[config.mk]
export PLATFORM = sky130hd
export DESIGN_NAME = paired_read_pattern_filter_unit
export DESIGN_NICKNAME = d
export VERILOG_FILES = /design/src/hw/rtl/prpf_pkg.sv /design/src/hw/rtl/prpf_front.sv /design/src/hw/rtl/prpf_queue.sv /design/src/hw/rtl/prpf_back.sv /design/src/hw/rtl/paired_read_pattern_filter_unit.sv
export SDC_FILE = /design/constraint.sdc
export NUM_CORES = 2
export LEC_CHECK = 0
export BUFFER_PORTS_ARGS = -buffer_cell sky130_fd_sc_hd__buf_2
export CAP_MARGIN = 20
export CORE_MARGIN = 3
export CORE_UTILIZATION = 45
export CTS_CLUSTER_SIZE = 12
export DETAILED_ROUTE_END_ITERATION = 10
export GPL_TIMING_DRIVEN = 0
export SETUP_SLACK_MARGIN = 0.1
export SYNTH_ARGS = -nofsm -noshare
export SYNTH_HDL_FRONTEND = slang
export SYNTH_SLANG_ARGS = --single-unit
[constraint.sdc]
create_clock -name clk_i -period 14.8 [get_ports clk_i]
set_clock_uncertainty 0.2 [all_clocks]
set_input_delay 2.96 -clock clk_i [delete_from_list [all_inputs] [get_ports clk_i]]
set_output_delay 2.96 -clock clk_i [all_outputs]
set_load 0.01 [all_outputs]
[src/hw/rtl/prpf_pkg.sv]
`timescale 1ns / 1ps

package prpf_pkg;

  // Default values of the top level parameters.
  localparam int unsigned DEF_MAX_PATTERN_LEN = 32;
  localparam int unsigned DEF_PATTERN_SLOTS   = 4;
  localparam int unsigned DEF_MAX_READ_LEN    = 65535;
  localparam int unsigned DEF_QUEUE_DEPTH     = 2;

  // Fixed field widths.
  localparam int unsigned HIST_W   = 64;
  localparam int unsigned RUN_W    = 6;
  localparam int unsigned POS_W    = 16;
  localparam int unsigned LEN_W    = 6;
  localparam int unsigned SLOTS    = 4;
  localparam int unsigned COUNT_W  = 32;
  localparam int unsigned CHAR_W   = 8;
  localparam int unsigned CFG_IDX_W  = 3;
  localparam int unsigned CFG_DATA_W = 64;

  // Configuration register indexes.
  localparam logic [CFG_IDX_W-1:0] CFG_WINDOW_BEGIN    = 3'd0;
  localparam logic [CFG_IDX_W-1:0] CFG_WINDOW_END      = 3'd1;
  localparam logic [CFG_IDX_W-1:0] CFG_PATTERN_ZERO    = 3'd2;
  localparam logic [CFG_IDX_W-1:0] CFG_PATTERN_ONE     = 3'd3;
  localparam logic [CFG_IDX_W-1:0] CFG_PATTERN_TWO     = 3'd4;
  localparam logic [CFG_IDX_W-1:0] CFG_PATTERN_THREE   = 3'd5;
  localparam logic [CFG_IDX_W-1:0] CFG_PATTERN_LENGTHS = 3'd6;

  // ASCII characters that count as bases, and their 2-bit codes.
  localparam logic [CHAR_W-1:0] CHAR_A = 8'h41;
  localparam logic [CHAR_W-1:0] CHAR_C = 8'h43;
  localparam logic [CHAR_W-1:0] CHAR_G = 8'h47;
  localparam logic [CHAR_W-1:0] CHAR_T = 8'h54;

  localparam logic [1:0] CODE_A = 2'd0;
  localparam logic [1:0] CODE_C = 2'd1;
  localparam logic [1:0] CODE_G = 2'd2;
  localparam logic [1:0] CODE_T = 2'd3;

  // One classified base as it passes from the front to the back.
  typedef struct packed {
    logic [HIST_W-1:0] hist;
    logic [RUN_W-1:0]  run;
    logic [POS_W-1:0]  pos;
    logic              compare;
    logic              last;
    logic              second;
  } prpf_entry_t;

endpackage

[src/hw/rtl/prpf_front.sv]
`timescale 1ns / 1ps

module prpf_front import prpf_pkg::*; #(
  parameter int unsigned MAX_PATTERN_LEN = DEF_MAX_PATTERN_LEN,
  parameter int unsigned MAX_READ_LEN    = DEF_MAX_READ_LEN
) (
  input  logic              clk_i,
  input  logic              rst_ni,
  input  logic              in_valid_i,
  output logic              in_ready_o,
  input  logic [CHAR_W-1:0] base_char_i,
  input  logic              from_second_read_i,
  input  logic              last_of_read_i,
  output logic              push_valid_o,
  input  logic              push_ready_i,
  output prpf_entry_t       push_entry_o
);

  logic [HIST_W-1:0] hist_q, hist_d;
  logic [RUN_W-1:0]  run_q, run_d;
  logic [POS_W-1:0]  pos_q, pos_d;
  logic              is_base;
  logic [1:0]        code;
  logic              in_range;
  logic [RUN_W-1:0]  run_inc;
  logic              accept;

  always_comb begin
    is_base = 1'b1;
    code    = CODE_A;
    unique case (base_char_i)
      CHAR_A: code = CODE_A;
      CHAR_C: code = CODE_C;
      CHAR_G: code = CODE_G;
      CHAR_T: code = CODE_T;
      default: is_base = 1'b0;
    endcase
  end

  assign in_range = pos_q < POS_W'(MAX_READ_LEN);
  assign run_inc  = (run_q < RUN_W'(MAX_PATTERN_LEN)) ? run_q + RUN_W'(1) : run_q;

  always_comb begin
    push_entry_o.compare = in_range && is_base;
    push_entry_o.hist    = push_entry_o.compare ? {code, hist_q[HIST_W-1:2]} : hist_q;
    push_entry_o.run     = push_entry_o.compare ? run_inc : '0;
    push_entry_o.pos     = pos_q;
    push_entry_o.last    = last_of_read_i;
    push_entry_o.second  = from_second_read_i;
  end

  assign push_valid_o = in_valid_i;
  assign in_ready_o   = push_ready_i;
  assign accept       = in_valid_i && push_ready_i;

  always_comb begin
    hist_d = hist_q;
    run_d  = run_q;
    pos_d  = pos_q;
    if (accept) begin
      if (last_of_read_i) begin
        hist_d = '0;
        run_d  = '0;
        pos_d  = '0;
      end else begin
        hist_d = push_entry_o.hist;
        run_d  = push_entry_o.run;
        pos_d  = in_range ? pos_q + POS_W'(1) : pos_q;
      end
    end
  end

  always_ff @(posedge clk_i or negedge rst_ni) begin
    if (!rst_ni) begin
      hist_q <= '0;
      run_q  <= '0;
      pos_q  <= '0;
    end else begin
      hist_q <= hist_d;
      run_q  <= run_d;
      pos_q  <= pos_d;
    end
  end

endmodule

[src/hw/rtl/prpf_queue.sv]
`timescale 1ns / 1ps

module prpf_queue import prpf_pkg::*; #(
  parameter int unsigned DEPTH = DEF_QUEUE_DEPTH
) (
  input  logic        clk_i,
  input  logic        rst_ni,
  input  logic        push_valid_i,
  output logic        push_ready_o,
  input  prpf_entry_t push_entry_i,
  output logic        pop_valid_o,
  input  logic        pop_ready_i,
  output prpf_entry_t pop_entry_o
);

  localparam int unsigned PTR_W = (DEPTH > 1) ? $clog2(DEPTH) : 1;
  localparam int unsigned CNT_W = $clog2(DEPTH + 1);

  prpf_entry_t       mem [DEPTH];
  logic [PTR_W-1:0]  wr_ptr_q, rd_ptr_q;
  logic [CNT_W-1:0]  cnt_q;
  logic              do_push, do_pop;

  assign push_ready_o = cnt_q != CNT_W'(DEPTH);
  assign pop_valid_o  = cnt_q != '0;
  assign do_push      = push_valid_i && push_ready_o;
  assign do_pop       = pop_valid_o && pop_ready_i;
  assign pop_entry_o  = mem[rd_ptr_q];

  function automatic logic [PTR_W-1:0] next_ptr(input logic [PTR_W-1:0] p);
    next_ptr = (p == PTR_W'(DEPTH - 1)) ? '0 : p + PTR_W'(1);
  endfunction

  always_ff @(posedge clk_i) begin
    if (do_push) begin
      mem[wr_ptr_q] <= push_entry_i;
    end
  end

  always_ff @(posedge clk_i or negedge rst_ni) begin
    if (!rst_ni) begin
      wr_ptr_q <= '0;
      rd_ptr_q <= '0;
      cnt_q    <= '0;
    end else begin
      if (do_push) begin
        wr_ptr_q <= next_ptr(wr_ptr_q);
      end
      if (do_pop) begin
        rd_ptr_q <= next_ptr(rd_ptr_q);
      end
      if (do_push && !do_pop) begin
        cnt_q <= cnt_q + CNT_W'(1);
      end else if (do_pop && !do_push) begin
        cnt_q <= cnt_q - CNT_W'(1);
      end
    end
  end

endmodule

[src/hw/rtl/prpf_back.sv]
`timescale 1ns / 1ps

module prpf_back import prpf_pkg::*; #(
  parameter int unsigned MAX_PATTERN_LEN = DEF_MAX_PATTERN_LEN,
  parameter int unsigned PATTERN_SLOTS   = DEF_PATTERN_SLOTS
) (
  input  logic                  clk_i,
  input  logic                  rst_ni,
  input  logic                  cfg_valid_i,
  output logic                  cfg_ready_o,
  input  logic [CFG_IDX_W-1:0]  cfg_index_i,
  input  logic [CFG_DATA_W-1:0] cfg_data_i,
  input  logic                  pop_valid_i,
  output logic                  pop_ready_o,
  input  prpf_entry_t           pop_entry_i,
  output logic                  out_valid_o,
  input  logic                  out_ready_i,
  output logic                  remove_pair_o,
  output logic [COUNT_W-1:0]    removed_total_o
);

  localparam int unsigned STOP_W = POS_W + 1;
  localparam int unsigned SH_W   = $clog2(HIST_W) + 1;

  logic [POS_W-1:0]       win_begin_q, win_end_q;
  logic [HIST_W-1:0]      pat_q [SLOTS];
  logic [SLOTS*LEN_W-1:0] lens_q;
  logic                   pair_hit_q, pair_hit_d;
  logic [COUNT_W-1:0]     count_q, count_d;
  logic                   out_valid_q, out_valid_d;
  logic                   remove_q, remove_d;
  logic [PATTERN_SLOTS-1:0] slot_hit;
  logic [STOP_W-1:0]      stop;
  logic                   hit_now;
  logic                   do_pop;

  assign cfg_ready_o = 1'b1;

  always_ff @(posedge clk_i or negedge rst_ni) begin
    if (!rst_ni) begin
      win_begin_q <= '0;
      win_end_q   <= '1;
      for (int i = 0; i < SLOTS; i++) begin
        pat_q[i] <= '0;
      end
      lens_q      <= '0;
    end else if (cfg_valid_i) begin
      unique case (cfg_index_i)
        CFG_WINDOW_BEGIN:    win_begin_q <= cfg_data_i[POS_W-1:0];
        CFG_WINDOW_END:      win_end_q   <= cfg_data_i[POS_W-1:0];
        CFG_PATTERN_ZERO:    pat_q[0]    <= cfg_data_i;
        CFG_PATTERN_ONE:     pat_q[1]    <= cfg_data_i;
        CFG_PATTERN_TWO:     pat_q[2]    <= cfg_data_i;
        CFG_PATTERN_THREE:   pat_q[3]    <= cfg_data_i;
        CFG_PATTERN_LENGTHS: lens_q      <= cfg_data_i[SLOTS*LEN_W-1:0];
        default: ;
      endcase
    end
  end

  assign stop = STOP_W'(pop_entry_i.pos) + STOP_W'(1);

  // The newest len bases sit at the top of the history; the pattern's first base
  // is in its low bits, so the pattern moves up by the same amount for the compare.
  for (genvar s = 0; s < PATTERN_SLOTS; s++) begin : g_slot
    logic [LEN_W-1:0]  len;
    logic [SH_W-1:0]   sh;
    logic [HIST_W-1:0] top_mask;
    logic              len_ok, win_ok;

    assign len      = lens_q[s*LEN_W +: LEN_W];
    assign sh       = SH_W'(HIST_W) - {len, 1'b0};
    assign top_mask = {HIST_W{1'b1}} << sh;
    assign len_ok   = (len != '0) && (len <= LEN_W'(MAX_PATTERN_LEN))
                      && (pop_entry_i.run >= len) && (stop >= STOP_W'(len));
    assign win_ok   = ((stop - STOP_W'(len)) >= STOP_W'(win_begin_q))
                      && (stop <= STOP_W'(win_end_q));
    assign slot_hit[s] = len_ok && win_ok
                         && ((pop_entry_i.hist & top_mask) == ((pat_q[s] << sh) & top_mask));
  end

  assign hit_now     = pair_hit_q || (pop_entry_i.compare && (slot_hit != '0));
  assign pop_ready_o = !out_valid_q || out_ready_i;
  assign do_pop      = pop_valid_i && pop_ready_o;

  always_comb begin
    pair_hit_d  = pair_hit_q;
    count_d     = count_q;
    out_valid_d = out_valid_q && !out_ready_i;
    remove_d    = remove_q;
    if (do_pop) begin
      if (pop_entry_i.last && pop_entry_i.second) begin
        out_valid_d = 1'b1;
        remove_d    = hit_now;
        pair_hit_d  = 1'b0;
        if (hit_now && (count_q != '1)) begin
          count_d = count_q + COUNT_W'(1);
        end
      end else begin
        pair_hit_d = hit_now;
      end
    end
  end

  always_ff @(posedge clk_i or negedge rst_ni) begin
    if (!rst_ni) begin
      pair_hit_q  <= 1'b0;
      count_q     <= '0;
      out_valid_q <= 1'b0;
    end else begin
      pair_hit_q  <= pair_hit_d;
      count_q     <= count_d;
      out_valid_q <= out_valid_d;
    end
  end

  always_ff @(posedge clk_i) begin
    remove_q <= remove_d;
  end

  assign out_valid_o     = out_valid_q;
  assign remove_pair_o   = remove_q;
  assign removed_total_o = count_q;

endmodule

[src/hw/rtl/paired_read_pattern_filter_unit.sv]
`timescale 1ns / 1ps
// Paired read pattern filter. Bases of a read pair stream in on the input channel,
// one word per cycle while in_ready_o is high: all bases of the first read, then
// those of the second, with last_of_read_i marking the final base of each read.
// Only uppercase A, C, G and T are bases; any other byte breaks the current run.
// The configuration channel writes the window and the four pattern slots; it is
// always ready and must only be used while no pair is in flight.
// One result word leaves on the output channel for the last base of the second
// read: remove_pair_o tells whether any pattern lay inside the window in either
// read, and removed_total_o is the saturating count of removed pairs so far.
// Throughput is one word per cycle while the output is not stalled, set by the
// combinational classify step in the front and the parallel slot compare in the
// back. An accepted word is stored in the queue; the result is registered in the back.
// When the receiver stalls, the result waits in the output register, the queue
// between front and back fills, and in_ready_o drops once it is full.
// Reset clears the history, run, position, pair flag and removed count, and sets
// the window to the full read with all pattern slots unused.

module paired_read_pattern_filter_unit import prpf_pkg::*; #(
  parameter int unsigned MAX_PATTERN_LEN = DEF_MAX_PATTERN_LEN,
  parameter int unsigned PATTERN_SLOTS   = DEF_PATTERN_SLOTS,
  parameter int unsigned MAX_READ_LEN    = DEF_MAX_READ_LEN,
  parameter int unsigned QUEUE_DEPTH     = DEF_QUEUE_DEPTH
) (
  input  logic                  clk_i,
  input  logic                  rst_ni,
  input  logic                  cfg_valid_i,
  output logic                  cfg_ready_o,
  input  logic [CFG_IDX_W-1:0]  cfg_index_i,
  input  logic [CFG_DATA_W-1:0] cfg_data_i,
  input  logic                  in_valid_i,
  output logic                  in_ready_o,
  input  logic [CHAR_W-1:0]     base_char_i,
  input  logic                  from_second_read_i,
  input  logic                  last_of_read_i,
  output logic                  out_valid_o,
  input  logic                  out_ready_i,
  output logic                  remove_pair_o,
  output logic [COUNT_W-1:0]    removed_total_o
);

  // Front to queue.
  logic        push_valid, push_ready;
  prpf_entry_t push_entry;
  // Queue to back.
  logic        pop_valid, pop_ready;
  prpf_entry_t pop_entry;

  // The front decodes each byte, keeps the base history and run length of the
  // current read, and tracks the position within the read.
  prpf_front #(
    .MAX_PATTERN_LEN (MAX_PATTERN_LEN),
    .MAX_READ_LEN    (MAX_READ_LEN)
  ) u_front (
    .clk_i              (clk_i),
    .rst_ni             (rst_ni),
    .in_valid_i         (in_valid_i),
    .in_ready_o         (in_ready_o),
    .base_char_i        (base_char_i),
    .from_second_read_i (from_second_read_i),
    .last_of_read_i     (last_of_read_i),
    .push_valid_o       (push_valid),
    .push_ready_i       (push_ready),
    .push_entry_o       (push_entry)
  );

  // A short queue lets the front keep taking bases while the back waits on the
  // output channel.
  prpf_queue #(
    .DEPTH (QUEUE_DEPTH)
  ) u_queue (
    .clk_i        (clk_i),
    .rst_ni       (rst_ni),
    .push_valid_i (push_valid),
    .push_ready_o (push_ready),
    .push_entry_i (push_entry),
    .pop_valid_o  (pop_valid),
    .pop_ready_i  (pop_ready),
    .pop_entry_o  (pop_entry)
  );

  // The back holds the configuration, compares every slot against the history,
  // collects the pair flag and delivers the result at the end of the pair.
  prpf_back #(
    .MAX_PATTERN_LEN (MAX_PATTERN_LEN),
    .PATTERN_SLOTS   (PATTERN_SLOTS)
  ) u_back (
    .clk_i           (clk_i),
    .rst_ni          (rst_ni),
    .cfg_valid_i     (cfg_valid_i),
    .cfg_ready_o     (cfg_ready_o),
    .cfg_index_i     (cfg_index_i),
    .cfg_data_i      (cfg_data_i),
    .pop_valid_i     (pop_valid),
    .pop_ready_o     (pop_ready),
    .pop_entry_i     (pop_entry),
    .out_valid_o     (out_valid_o),
    .out_ready_i     (out_ready_i),
    .remove_pair_o   (remove_pair_o),
    .removed_total_o (removed_total_o)
  );

endmodule

# After elaboration in Yosys (flattened, before gate mapping)
# Memories as Yosys holds them, arrays and structs flattened.
# Cells that the tools add are included.
# Widths: inputs -> output; s select.
word_totals:
  latch_bits: 0
  reg_bits: 437
  n_memories: 1
  mem_bits_ro: 0
  inputBits: 82
  mem_bits_rw: 178
op_classes:
  n_addsub: 16
  n_reduce_logical: 59
  div: 0
  bitwise: 8
  n_eq_ne: 16
  multipliers: 0
  n_shift: 8
  mux: 18
  n_lt_le_gt_ge: 19
mem_list:
  columns: ["name", "depth", "width", "read_ports", "rd_ports_with_merged_regs", "write_ports", "line_no", "rtl"]
  rows:
  - ["u_queue.mem", 2, 89, 1, 0, 1, "prpf_queue.sv:19", "prpf_entry_t mem [DEPTH];"]
ops:
  columns: ["operator", "count"]
  rows:
  - ["$and 64x64->64", 8]
  - ["$eq 64x64->1", 4]
  - ["$shl 64x7->64", 4]
  - ["$shl 64x7->64 const A", 4]
  - ["$mux 64", 2]
  - ["$ge 17x16->1", 4]
  - ["$ge 17x6->1", 4]
  - ["$sub 17x6->17", 4]
  - ["$logic_and 1x1->1", 33]
  - ["$add 32x1->32 const B", 1]
  - ["$eq 8x7->1 const B", 4]
  - ["$mux 16", 2]
  - ["$ne 32x32->1 const B", 1]
  - ["$sub 7x7->7 const A", 4]
  - ["$ge 6x6->1", 4]
  - ["$le 6x6->1 const B", 4]
  - ["$reduce_bool 6->1", 4]
  - ["$mux 6", 3]
  - ["$reduce_and 2->1", 9]
  - ["$add 16x1->17 const B", 1]
  - ["$le 17x16->1", 1]
  - ["$add 16x1->16 const B", 1]
  - ["$lt 16x16->1 const B", 1]
  - ["$eq 3x3->1 const B", 3]
  - ["other kinds (18)", 34]

# Logic depth before layout (Yosys ltp)
# An unclocked memory read counts as a cell.
logic_depth:
  depth_word: 12
  depth_mapped: 39

# By module
# From an unflattened synthesis, not the netlist that was laid out.
unflattened:
  cells_unflattened: 4959
  hier_area_um2: 51105.3
modules_own_cells:
  columns: ["module", "cells_each", "instances", "area_each_um2", "seq_area_each_um2"]
  rows:
  - ["prpf_back", 4067, 1, 38685.9, 8708.4]
  - ["prpf_queue", 295, 1, 7066.8, 5445.2]
  - ["prpf_front", 597, 1, 5352.6, 2152.1]

# Worst setup path after synthesis
# OpenSTA, ideal clock, no wires.
synth_path:
  kind: "input-to-reg"
  start: "input port in_valid_i"
  end: "memory u_queue.mem[0][0] (netlist name), enable pin"
  t_required_ns: 14.062
  cell_stages: 4
  arrival_time_ns: 7.154
  path_buffers: 2
  setup_slack_ns: 6.908
  path_cell_list: "nand2_1 clkbuf_1 clkbuf_1 nor2_1"
synth_via:
  elab_chain_cells: 3
synth_lines:
  columns: ["element", "line_no", "rtl"]
  rows:
  - ["from (decl)", "paired_read_pattern_filter_unit.sv:31", "input logic in_valid_i,"]
  - ["$logic_and 1x1->1", "prpf_queue.sv:26", "assign do_push = push_valid_i && push_ready_o;"]
  - ["$mux 1", "prpf_queue.sv:35", "if (do_push) begin"]
  - ["$mux 1 (not written as such)", "prpf_queue.sv:36", "mem[wr_ptr_q] <= push_entry_i;"]
  - ["to (decl)", "prpf_queue.sv:19", null]
# Every way passes these cells.

# Worst setup path after layout
layout_path:
  start: "register u_queue.rd_ptr_q"
  end: "register u_back.count_q[11] (netlist: u_back.removed_total_o[11])"
layout_via:
  elab_chain_cells: 12
layout_lines:
  columns: ["element", "line_no", "rtl"]
  rows:
  - ["from (decl)", "prpf_queue.sv:20", "logic [PTR_W-1:0] wr_ptr_q, rd_ptr_q;"]
  - ["from (signal assigned)", "prpf_queue.sv:50", "rd_ptr_q <= next_ptr(rd_ptr_q);"]
  - ["$mem_v2 2x89 (*)", null, null]
  - ["$add 16x1->17", "prpf_back.sv:61", "assign stop = STOP_W'(pop_entry_i.pos) + STOP_W'(1);"]
  - ["$sub 17x6->17", "prpf_back.sv:76", "assign win_ok = ((stop - STOP_W'(len)) >= STOP_W'(win_begin_q))"]
  - ["$ge 17x16->1", "prpf_back.sv:76", null]
  - ["$logic_and 1x1->1", "prpf_back.sv:77", "&& (stop <= STOP_W'(win_end_q));"]
  - ["$logic_and 1x1->1", "prpf_back.sv:78", "assign slot_hit[s] = len_ok && win_ok"]
  - ["$logic_and 1x1->1", "prpf_back.sv:79", "&& ((pop_entry_i.hist & top_mask) == ((pat_q[s] << sh) & top_mask));"]
  - ["$reduce_bool 4->1", "prpf_back.sv:82", "assign hit_now = pair_hit_q || (pop_entry_i.compare && (slot_hit != '0));"]
  - ["$logic_and 1x1->1", "prpf_back.sv:82", null]
  - ["$logic_or 1x1->1", "prpf_back.sv:82", null]
  - ["$logic_and 1x1->1", "prpf_back.sv:96", "if (hit_now && (count_q != '1)) begin"]
  - ["$reduce_and 3->1 (no source line) (*)", null, null]
  - ["to (signal assigned)", "prpf_back.sv:112", "count_q <= count_d;"]
  - ["to (decl)", "prpf_back.sv:29", "logic [COUNT_W-1:0] count_q, count_d;"]
# Mark *: on every way between the ends. The rest lies on a longest branch, timed or not.
# A chain may end at the register's enable or synchronous reset.

==> flow_metrics.py <==
metrics = {
    "critical_path": {
        "cpMaxStageDelayCell": "xnor2_1",
        "worstSetupPathType": "reg2reg",
        "reg2reg_setup_slack_ns": 3.76,
        "cp_capture_type": "register",
        "critical_path.endpoint": "u_back.removed_total_o[11]$_DFFE_PN0P_",
        "maximum_net_fanout_on_the_critical_path": 10,
        "r2r_end": "u_back.removed_total_o[11]$_DFFE_PN0P_",
        "setup.worst_path.start": "u_queue.rd_ptr_q$_DFFE_PN0P_",
        "path_common_cell": "a21oi_1",
        "worst_setup_path_start_kind": "register",
        "critical_path.reg2reg.startpoint": "u_queue.rd_ptr_q$_DFFE_PN0P_",
        "timing.critical_path.slowest_cell_delay_ns": 0.96,
        "worstPathRequired_ns": 15.15,
        "reg2regPathDepth": 38,
        "critPathArrivalTime_ns": 11.39,
    },
    "cells_and_area": {
        "finish.net_count": 5357,
        "postLayoutCoreUtil": 0.5145,
        "area_delta_synth_final_pct": 12.60,
        "final_layout_size_suffix_gt1_frac": 0.2209,
        "nFillCells": 9896,
        "multiInputGateArea_um2": 31410,
        "sequential_cell_area_um2": 16310,
        "finish.instance_area_um2": 55460,
    },
    "placement": {
        "portBuffers": 116,
        "place_worst_setup_slack_ns": 3.902,
        "hpwlAfterDp_um": 194100,
        "place_congestion": 1.102,
        "placed_area_um2": 52850,
    },
    "timing": {
        "period_utilization_post_route": 0.7458,
        "rsz0062_at_grt": "false",
        "timing_worst_slew_pin_value_ns": 1.369,
        "finalSetupViolations": 0,
        "fin_crit_ns": 11.04,
        "final-max-slew-violation-count": 0,
        "relSlewSlack": 0.08701,
        "fmax_mhz": 90.60,
        "timing.final.hold_violations": 0,
        "setup_tns_ns": 0,
        "timing.final.ws_setup_ns": 3.762,
    },
    "die": {
        "design.portCount": 118,
        "starting_utilization_of_the_core_area": 0.4569,
        "fp.dieArea_um2": 113500,
        "fp.dieH_um": 336.8,
        "coreArea_um2": 107800,
        "die_w_um": 336.8,
        "placement_rows": 120,
    },
    "drt": {
        "drt-total-wl_um": 249700,
        "post_drt_wl_per_cell_um": 37.81,
        "drcViolationCount": 0,
        "vias_per_cell": 6.971,
        "drt_iter0_drc": 6383,
        "num_vias": 46030,
        "ant_nets": 0,
        "firstDrtPassIters": 8,
    },
    "yosys": {
        "synth_top_cell_area_share": 0.2134,
        "commonest_register_cell_after_synthesis": "dfrtp_1",
        "mappedNetlistNets": 5088,
        "postSynth.asyncResetShare": 0.7089,
        "synth_area_per_cell_um2": 10.15,
        "synth_edf_count": 179,
        "leading_post_synthesis_cells_by_cell_area": "dfrtp_1 (21%), edfxtp_1 (11%), mux2_2 (10%)",
        "post-synth-top-area-cell": "dfrtp_1",
        "netlist_area_um2": 49260,
        "ys_seq_area_frac": 0.3310,
        "yosysWarnings": 0,
        "ys_seq_elements": 615,
        "netlist_instances": 4853,
        "netlist-cell-type-count": 97,
    },
    "run": {
        "max_cap_violations": 0,
    },
    "clock_network": {
        "cts_num_sinks": 615,
        "clock_tree.htree_level_count": 3,
        "cts-root-to-sink-buffers": 3,
        "cts_made_buffers": 73,
        "post_cts_buffers": 0,
        "cts_resized": 0,
        "clock_tree.root_cell": "clkbuf_16",
        "worst_setup_hold_path_clk_slew_ns": 0.06,
        "tritoncts": "built",
        "clock_network_latency_to_the_later_pin_of_the_worst_skew_pair_ns": 0.68,
        "hold_buffers": 0,
    },
    "grt": {
        "globalRouteTotalUtil": 0.4314,
        "grt_first_pass_wirelength_um": 342700,
        "grt_pass1_vias": 43200,
        "antenna_violations_before_repair": 26,
        "overflow": 0,
        "grt_start_max_net_pins": 126,
    },
    "outcome": {
        "outcome": "complete, no violations",
    },
    "power": {
        "report.power.total_mw": 13.57,
        "worst_ir_drop_vdd_mv": 0.1295,
        "power_density_nw_per_um2": 244.6,
        "leakagePower_nw": 22.25,
    },
    "worst_hold_path": {
        "worst_hold_path_type": "reg2reg",
    },
}
==> placed cells by master (no fill, tap or decap), drive strengths merged, types with 35 or more instances in the layout <==
cell type  netlist  final
o211ai          47     47
a21o            35     35
xor2           164    164
o21ai          237    237
buf            132    326
a22oi           48     48
o22ai           56     56
a211oi          38     38
nand4           39     39
mux2           441    441
nor2b           36     36
edfxtp         179    179
nor2           224    224
clkbuf         202    304
a21oi          169    169
xnor2          235    235
nor3            93     93
mux4           200    200
nand2          512    512
ha             149    149
a22o            73     73
mux2i          357    357
nand3          120    120
inv            111    117
a31oi           41     41
dfrtp          420    420
nand2b          38     38
==> kinds of logic after synthesis <==
group                    after synthesis  share of synthesized area
buffers and inverters                447                    0.03681
adder cells (fa/ha/maj)              154                    0.03968
multiplexers                         998                     0.2649
AO/OA/AOI/OAI                        985                     0.1353
XOR/XNOR                             399                    0.07148
other                                  1                 0.00007613
flip-flops                           615                     0.3310
AND/OR/NAND/NOR                     1254                     0.1208
==> how the worst min path moves through the flow <==
stage                                           startpoint                                endpoint  slack [ns]  depth (start not counted)
finish              u_back.removed_total_o[19]$_DFFE_PN0P_  u_back.removed_total_o[19]$_DFFE_PN0P_        0.29                          1
global route        u_back.removed_total_o[19]$_DFFE_PN0P_  u_back.removed_total_o[19]$_DFFE_PN0P_        0.31                          1
CTS                 u_back.removed_total_o[19]$_DFFE_PN0P_  u_back.removed_total_o[19]$_DFFE_PN0P_        0.29                          1
detailed placement  u_back.removed_total_o[10]$_DFFE_PN0P_  u_back.removed_total_o[10]$_DFFE_PN0P_        0.28                          1
global placement    u_back.removed_total_o[19]$_DFFE_PN0P_  u_back.removed_total_o[19]$_DFFE_PN0P_        0.27                          1
floorplan                     u_queue.wr_ptr_q$_DFFE_PN0P_            u_queue.wr_ptr_q$_DFFE_PN0P_        0.26                          1
==> area by class of cell <==
class / instances / share of cell area
Buffer: 334 / 0.02504
Tap cell: 1403 / 0.03165
Multi-Input combinational cell: 3791 / 0.5664
Clock buffer: 102 / 0.03706
Sequential cell: 615 / 0.2940
Antenna cell: 21 / 0.0009475
Inverter: 113 / 0.007648
Timing Repair Buffer: 194 / 0.02867
Clock inverter: 30 / 0.008618
==> synthesized netlist by cell type, drive strengths merged (11+ instances only) <==
cell type and number:
a211oi 38, a21boi 12, a21o 35, a21oi 169
a221oi 25, a22o 73, a22oi 48, a31oi 41
and2 21, and3 25, buf 132, clkbuf 202
dfrtp 420, dfstp 16, edfxtp 179, ha 149
inv 111, mux2 441, mux2i 357, mux4 200
nand2 512, nand2b 38, nand3 120, nand4 39
nor2 224, nor2b 36, nor3 93, nor3b 11
nor4 31, o2111ai 15, o211ai 47, o21a 18
o21ai 237, o22ai 56, o31a 19, o31ai 19
or2 15, or3 23, or4 19, xnor2 235
xor2 164
==> metrics by stage <==
stage / std cells / hold slack [ns]
6_report: 6603 / 0.2947
5_1_grt: 6587 / 0.3105
2_1_floorplan: 4853 / 0.2608
3_5_place_dp: 6447 / 0.2779
4_1_cts: 6579 / 0.2868
3_3_place_gp: 6372 / 0.2709
==> metal layers <==
layer / share of wire / vias up / global-route usage / routed length (um)
li1: - / 18840 / - / -
met1: 0.37 / 22980 / 0.5378 / 92550
met5: 0.00020 / - / 0 / 49
met2: 0.43 / 3335 / 0.6420 / 107300
met3: 0.11 / 866 / 0.1259 / 28570
met4: 0.085 / 8 / 0.3037 / 21190
==> worst max-delay path, delay by kind of cell (launching register included) <==
| kind | cells | cell delay (ns) |
|---|---|---|
| buffers and inverters | 12 | 4.15 |
| AO/OA/AOI/OAI | 13 | 2.94 |
| XOR/XNOR | 3 | 1.27 |
| adder cells (fa/ha/maj) | 3 | 0.96 |
| AND/OR/NAND/NOR | 6 | 0.59 |
| multiplexers | 1 | 0.42 |
| flip-flops | 1 | 0.34 |
==> sequential cells by signal, summed over array words and instances, names as in the netlist <==
signal	flops
u_queue.mem	178
u_queue.cnt_q	2
u_back.out_valid_o	1
u_front.run_q	6
u_queue.rd_ptr_q	1
u_back.pat_q	256
u_queue.wr_ptr_q	1
u_back.win_begin_q	16
u_back.remove_pair_o	1
u_front.pos_q	16
u_back.removed_total_o	32
u_front.hist_q	64
u_back.win_end_q	16
u_back.lens_q	24
u_back.pair_hit_q	1
==> power breakdown <==
| part | total [mW] | switching, mW | internal (mW) |
|---|---|---|---|
| clock network | 1.89 | 0.792 | 1.10 |
| logic | 9.17 | 5.79 | 3.38 |
| registers | 2.51 | 0.420 | 2.09 |
Note: power is estimated with default switching activity, not from simulation.
